$ cat config.mk
export PLATFORM = sky130hd
export DESIGN_NAME = ppp_ctrl
export DESIGN_NICKNAME = d
export VERILOG_FILES = /design/src/design/ppp_pkg.sv /design/src/design/ppp_ctrl.sv
export SDC_FILE = /design/constraint.sdc
export NUM_CORES = 1
export LEC_CHECK = 0
export BUFFER_PORTS_ARGS = -buffer_cell sky130_fd_sc_hd__buf_2
export CAP_MARGIN = 20
export CORE_MARGIN = 2
export CORE_UTILIZATION = 59
export DETAILED_ROUTE_END_ITERATION = 7
export PLACE_DENSITY = 0.83
export SLEW_MARGIN = 20
export SYNTH_ARGS = -nofsm -noshare
export SYNTH_HDL_FRONTEND = slang
export SYNTH_SLANG_ARGS = --single-unit
export TNS_END_PERCENT = 1
$ cat constraint.sdc
create_clock -name i_clk -period 3.7 [get_ports i_clk]
set_input_delay 0.74 -clock i_clk [delete_from_list [all_inputs] [get_ports i_clk]]
set_output_delay 0.74 -clock i_clk [all_outputs]
set_load 0.02 [all_outputs]
$ cat src/design/ppp_pkg.sv
// shared widths, codes, types and helpers for the polyline projection block
`timescale 1ns / 1ps
package ppp_pkg;

    localparam int COORD_WIDTH = 32;
    localparam int FRAC_BITS   = 16;
    localparam int DIFF_W      = COORD_WIDTH + 1;
    localparam int OPER_W      = COORD_WIDTH + 2;
    localparam int PROD_W      = 2 * OPER_W;
    localparam int VV_W        = 2 * COORD_WIDTH + 2;
    localparam int DOT_W       = VV_W + 1;
    localparam int ROOT_W      = VV_W / 2;
    localparam int T_W         = FRAC_BITS + 1;
    localparam int LEN_W       = 40;
    localparam int DSQ_W       = 64;
    localparam int IN_W        = 2 * COORD_WIDTH;
    localparam int OUT_W       = 2 * LEN_W;
    localparam int CFG_IDX_W   = 1;

    localparam logic [LEN_W-1:0] LEN_MAX = '1;
    localparam logic [T_W-1:0]   T_ONE   = T_W'(1) << FRAC_BITS;

    localparam logic [CFG_IDX_W-1:0] CFG_ROBOT_X = 1'b0;
    localparam logic [CFG_IDX_W-1:0] CFG_ROBOT_Y = 1'b1;

    // multiplier operand selection
    typedef enum logic [3:0] {
        M_NONE,
        M_VXVX,
        M_VYVY,
        M_UXVX,
        M_UYVY,
        M_AVXT,
        M_AVYT,
        M_DXDX,
        M_DYDY,
        M_TSEG
    } t_mop;

    // datapath register action
    typedef enum logic [3:0] {
        A_NONE,
        A_LOAD,
        A_ACC,
        A_VVSUM,
        A_DOTSUM,
        A_TSEL,
        A_TDIV,
        A_PX,
        A_PY,
        A_DY,
        A_DSUM,
        A_UPD,
        A_STEP,
        A_EMIT
    } t_act;

    typedef struct packed {
        t_mop mop;
        t_act act;
        logic sqrt_go;
    } t_cmd;

    typedef struct packed {
        logic seen_any;
        logic last;
        logic div_need;
        logic div_busy;
        logic sqrt_busy;
    } t_sts;

    function automatic logic [LEN_W-1:0] sat_len(input logic [PROD_W-1:0] v);
        logic [LEN_W-1:0] r;
        if (v[PROD_W-1:LEN_W] != '0) r = LEN_MAX;
        else r = v[LEN_W-1:0];
        return r;
    endfunction

endpackage

$ cat src/design/ppp_ctrl.sv
// controller: sequences one segment through the shared datapath units
`timescale 1ns / 1ps
module ppp_ctrl import ppp_pkg::*; (
    input  logic i_clk,
    input  logic i_rst_n,
    input  logic i_in_valid,
    output logic o_in_ready,
    output logic o_out_valid,
    input  logic i_out_ready,
    input  t_sts i_sts,
    output t_cmd o_cmd
);
    typedef enum logic [16:0] {
        S_IDLE = 17'b1 << 0,
        S_VV0  = 17'b1 << 1,
        S_VV1  = 17'b1 << 2,
        S_UV0  = 17'b1 << 3,
        S_UV1  = 17'b1 << 4,
        S_DOT  = 17'b1 << 5,
        S_TSEL = 17'b1 << 6,
        S_DIV  = 17'b1 << 7,
        S_OX   = 17'b1 << 8,
        S_OY   = 17'b1 << 9,
        S_PY   = 17'b1 << 10,
        S_DX   = 17'b1 << 11,
        S_DY   = 17'b1 << 12,
        S_DSUM = 17'b1 << 13,
        S_SQW  = 17'b1 << 14,
        S_UPD  = 17'b1 << 15,
        S_FIN  = 17'b1 << 16
    } t_state;

    t_state r_state, n_state;
    logic   r_out_valid, n_out_valid;
    logic   w_accept, w_emit;

    assign w_accept = (r_state == S_IDLE) && i_in_valid;
    assign w_emit   = (r_state == S_FIN) && i_sts.last && (!r_out_valid || i_out_ready);

    always_comb begin
        n_state       = r_state;
        o_cmd.mop     = M_NONE;
        o_cmd.act     = A_NONE;
        o_cmd.sqrt_go = 1'b0;
        unique case (r_state)
            S_IDLE: begin
                if (w_accept) begin
                    o_cmd.act = A_LOAD;
                    n_state   = i_sts.seen_any ? S_VV0 : S_FIN;
                end
            end
            S_VV0: begin
                o_cmd.mop = M_VXVX;
                n_state   = S_VV1;
            end
            S_VV1: begin
                o_cmd.mop = M_VYVY;
                o_cmd.act = A_ACC;
                n_state   = S_UV0;
            end
            S_UV0: begin
                o_cmd.mop = M_UXVX;
                o_cmd.act = A_VVSUM;
                n_state   = S_UV1;
            end
            S_UV1: begin
                o_cmd.mop     = M_UYVY;
                o_cmd.act     = A_ACC;
                o_cmd.sqrt_go = 1'b1;
                n_state       = S_DOT;
            end
            S_DOT: begin
                o_cmd.act = A_DOTSUM;
                n_state   = S_TSEL;
            end
            S_TSEL: begin
                o_cmd.act = A_TSEL;
                n_state   = i_sts.div_need ? S_DIV : S_OX;
            end
            S_DIV: begin
                o_cmd.act = A_TDIV;
                if (!i_sts.div_busy) n_state = S_OX;
            end
            S_OX: begin
                o_cmd.mop = M_AVXT;
                n_state   = S_OY;
            end
            S_OY: begin
                o_cmd.mop = M_AVYT;
                o_cmd.act = A_PX;
                n_state   = S_PY;
            end
            S_PY: begin
                o_cmd.act = A_PY;
                n_state   = S_DX;
            end
            S_DX: begin
                o_cmd.mop = M_DXDX;
                o_cmd.act = A_DY;
                n_state   = S_DY;
            end
            S_DY: begin
                o_cmd.mop = M_DYDY;
                o_cmd.act = A_ACC;
                n_state   = S_DSUM;
            end
            S_DSUM: begin
                o_cmd.act = A_DSUM;
                n_state   = S_SQW;
            end
            S_SQW: begin
                if (!i_sts.sqrt_busy) begin
                    o_cmd.mop = M_TSEG;
                    n_state   = S_UPD;
                end
            end
            S_UPD: begin
                o_cmd.act = A_UPD;
                n_state   = S_FIN;
            end
            S_FIN: begin
                if (!i_sts.last) begin
                    o_cmd.act = A_STEP;
                    n_state   = S_IDLE;
                end else if (w_emit) begin
                    o_cmd.act = A_EMIT;
                    n_state   = S_IDLE;
                end
            end
            default: n_state = S_IDLE;
        endcase
    end

    assign n_out_valid = w_emit || (r_out_valid && !i_out_ready);

    always_ff @(posedge i_clk) begin
        if (!i_rst_n) begin
            r_state     <= S_IDLE;
            r_out_valid <= 1'b0;
        end else begin
            r_state     <= n_state;
            r_out_valid <= n_out_valid;
        end
    end

    assign o_in_ready  = (r_state == S_IDLE);
    assign o_out_valid = r_out_valid;
endmodule

[Yosys cells after proc, flatten, opt, wreduce, memory -nomap -nowiden]
Cells that the tools add are included.
Word-level totals
  flip-flop bits (word level): 18
  latch bits: 0
  bits in writable memories: 0
  ROM bits: 0
  bits of input ports: 9
  output and inout bits: 11
  logic and storage cells: 48
  memories kept: 0
Operators by class
  add/sub/neg operators: 0
  multipliers: 0
  div/mod/pow operators: 0
  order comparisons: 0
  equal/unequal tests: 21
  shifts and indexed selects: 0
  mux-type cells: 15
  bitwise logic cells: 0
  reduce and logical (&&, ||, !) cells: 10
Operators with widths (number)
  one-hot mux 17 bit (17 select lines): 1
  two-way mux 17 bit: 6
  one-hot mux 4 bit (12 select lines): 1
  one-hot mux 4 bit (9 select lines): 1
  == test 17 x 1 -> 1 bit, second input constant: 1
  == test 17 x 10 -> 1 bit, second input constant: 1
  == test 17 x 11 -> 1 bit, second input constant: 1
  == test 17 x 12 -> 1 bit, second input constant: 1
  == test 17 x 13 -> 1 bit, second input constant: 1
  == test 17 x 14 -> 1 bit, second input constant: 1
  == test 17 x 15 -> 1 bit, second input constant: 1
  == test 17 x 16 -> 1 bit, second input constant: 1
  == test 17 bit, second input constant: 1
  == test 17 x 2 -> 1 bit, second input constant: 1
  == test 17 x 3 -> 1 bit, second input constant: 1
  == test 17 x 4 -> 1 bit, second input constant: 1
  == test 17 x 5 -> 1 bit, second input constant: 1
  == test 17 x 6 -> 1 bit, second input constant: 1
  == test 17 x 7 -> 1 bit, second input constant: 1
  == test 17 x 8 -> 1 bit, second input constant: 1
  == test 17 x 9 -> 1 bit, second input constant: 1
  two-way mux 4 bit: 3
  two-way mux 9 bit: 1
  logical AND 1 bit: 4
  other kinds (8): 12

[Longest topological paths before layout]
  word-level depth: 6
  mapped depth: 6
  gate-level depth less buffers: 5

[Worst setup path after synthesis]
Ideal clock, no wire load.
  path kind: reg-to-output
  from: reg r_state[9]
  to: out o_cmd[1] in the netlist's numbering
  data arrival time: 1.741 ns
  required time: 2.960 ns
  slack: 1.219 ns
  cell stages (with the launch flop): 7
  path buffers: 1
  cells stage by stage: dfxtp_1 buf_6 nor4_4 nand3_1 nor2_1 a211oi_1 o2111ai_1
RTL lines
  start, declared: line ppp_ctrl.sv:33  | t_state r_state, n_state;
  start signal, assigned: line ppp_ctrl.sv:141  | r_state <= n_state;
  end, declared: line ppp_ctrl.sv:11  | output t_cmd o_cmd

==> run_results.csv <==
group,metric,value,unit
place,hpwlAfterDp,2320,um
timing,slew-limit-headroom,67.3,%
timing,fmax,0.326,GHz
logic_synthesis,synth_edf_count,0,
routing,routed_wl,3080,um
clock_tree,cts-buffers-inserted,3,
final_layout,multi_input_area,782,sq um
run_status,outcome,"complete, no violations",
floorplanning,io_pins,20,
final_layout,layout_commonest_cell,"buf_2",
logic_synthesis,syn_area,0.00118,sq mm
logic_synthesis,ys_async_sr_fraction,0,%
pwr,finalPower,0.420,mW
pwr,power_density,321,mW/mm^2
grt,grt_use_total,26.6,%
final_layout,seq_area,360,sq um
routing,routed-via-count,1176,
critical_path,end_kind,"output pin",
final_layout,n_antenna_cell,0,
timing,timing.final.hold_violations,0,
final_layout,areaGrowthSynthToFinish,10.7,%
timing,finalCritPeriodShare,82.9,%
routing,post-route-drc-count,0,
logic_synthesis,synth_cells,138,
clock_tree,cts_resized,0,
place,io_buffer_count,19,
logic_synthesis,ys_seq_area_share,30.5,%
final_layout,drive_gt1_share,20.5,%
clock_tree,htreeDepth,1,
timing,fin_setup_tns,0,ns
pwr,ir_drop,0.245,mV
timing,min_period,3.07,ns
timing,tightest_slew,0.487,ns
critical_path,worst-path-max-fanout,9,
clock_tree,cts.sinks,18,
floorplanning,fp.dieW,48.8,um
grt,grt_antenna_before_repair,0,
floorplanning,fp.dieH,48.8,um
timing,fin_skew,0.00212,ns
routing,drt_pass1_iterations,4,
timing,rsz0062_at_grt,"no",
pwr,p_leak,0.577,nW
timing,final-setup-viol-count,0,
grt,grt_pass1_vias,1082,
routing,antenna_left,0,
clock_tree,clk_pin_slew,0.10,ns
critical_path,critPathKind,"flop to output pin",
critical_path,critical_path_arrival,2.33,ns
final_layout,fillers,174,
routing,drtIter0Drc,61,
floorplanning,core.rowCount,16,
flow_run,drv_cap,0,
routing,wl_per_cell,16.8,um
grt,overflow,0,
logic_synthesis,synthFlopType,"dfxtp_1",
clock_tree,clock-root-buffer,"clkbuf_4",
routing,viasPerCell,6.43,
logic_synthesis,yosys_warnings,0,
logic_synthesis,syn_avg_cell_area,8.57,sq um
timing,holdWs,0.555,ns
logic_synthesis,ys_types,42,
clock_tree,post-cts-setup-buffers,0,
critical_path,crit_path_start_kind,"flop",
clock_tree,cts_tree,"yes",
place,routabilityCongestion,0.871,
critical_path,cp.required,2.96,ns
logic_synthesis,synth_seq_cells,18,
logic_synthesis,syn-num-nets,147,
timing,finalMaxSlewViolations,0,
final_layout,layout.nets,167,
grt,grt_pass1_wl,4870,um
hold_path,min_path_type,"flop to flop",
floorplanning,core,0.00192,sq mm
grt,grt_max_degree,11,
floorplanning,start_util,61.5,%
clock_tree,clock_latency,0.30,ns
clock_tree,cts.hold.buffers_added,0,
final_layout,final_cell_mix,"buf_2, dfxtp_1, nor2_1",
critical_path,reg2reg_setup_slack,1.65,ns
clock_tree,cts_max_path_buffers,2,
floorplanning,die-area,0.00238,sq mm
sequential cells by signal, indices dropped and copies added, names as in the netlist:
register and flops:
r_state 17, o_out_valid 1
through the flow:
step	util, %	worst slack [ns]	instances	area (sq um)
floorplan	-	1.22	138	1180
global placement	66.9	1.04	180	1290
detailed placement	66.9	1.03	180	1290
CTS	68.1	0.684	183	1310
global route	68.1	0.558	183	1310
finish	68.1	0.632	183	1310
layer usage:
metal	vias to the layer above	wire length [um]	GRT usage, %
li1	564	-	-
met1	543	1290	31.4
met2	54	1450	46.6
met3	15	260	4.94
met4	0	84	11.9
met5	-	0	0
cell usage after synthesis, drive strengths merged (2+ instances only):
master | number | area [sq um]
dfxtp | 18 | 360
nor2 | 13 | 48.8
nand2 | 12 | 45.0
nor3 | 11 | 55.1
nor4 | 10 | 129
nand4 | 8 | 56.3
and3 | 7 | 43.8
and2 | 6 | 37.5
xnor2 | 5 | 43.8
inv | 4 | 15.0
nor2b | 4 | 25.0
a211oi | 3 | 22.5
and4 | 3 | 26.3
buf | 3 | 21.3
nand3 | 3 | 20.0
a211o | 2 | 17.5
a21oi | 2 | 10.0
nand2b | 2 | 12.5
nor4b | 2 | 32.5
o21ai | 2 | 10.0
o31ai | 2 | 20.0
or3 | 2 | 12.5
xor2 | 2 | 17.5
power by group:
group	internal, mW	switching [mW]
clock network	0.0380	0.0631
logic	0.0429	0.0669
registers	0.199	0.00957
logic make-up (layout without fill, tap and decap cells):
| kind of cell | count (synthesis) | count (layout) | share of synthesized area (%) |
|---|---|---|---|
| xor+xnor | 7 | 7 | 5.19 |
| compound gates | 17 | 17 | 11.1 |
| simple gates | 87 | 87 | 48.9 |
| mux | 1 | 1 | 0.952 |
| buf+inv | 8 | 26 | 3.39 |
| flops | 18 | 18 | 30.5 |
layout make-up:
cell class,instances,share of cell area [%]
clock buffer,3,1.72
inverter,4,1.15
multi-input combinational,112,59.8
sequential,18,27.5
tap,27,2.58
timing repair buffer,19,7.27
worst paths after layout:
check                                start  cells after the start    endpoint
worst max register to register  r_state[5]                      5  r_state[0]
worst min register to register  r_state[2]                      2  r_state[3]
worst min-delay path            r_state[2]                      2  r_state[3]
worst max-delay path            r_state[2]                      5    o_cmd[6]
critical path: stages (launching register included):
cell and delay (ns):
dfxtp_1 0.39, nor4_4 0.52, nand4_2 0.29, or3_1 0.51, o21ai_0 0.13, buf_2 0.20
No activity file was read; power rests on OpenSTA's default activity.
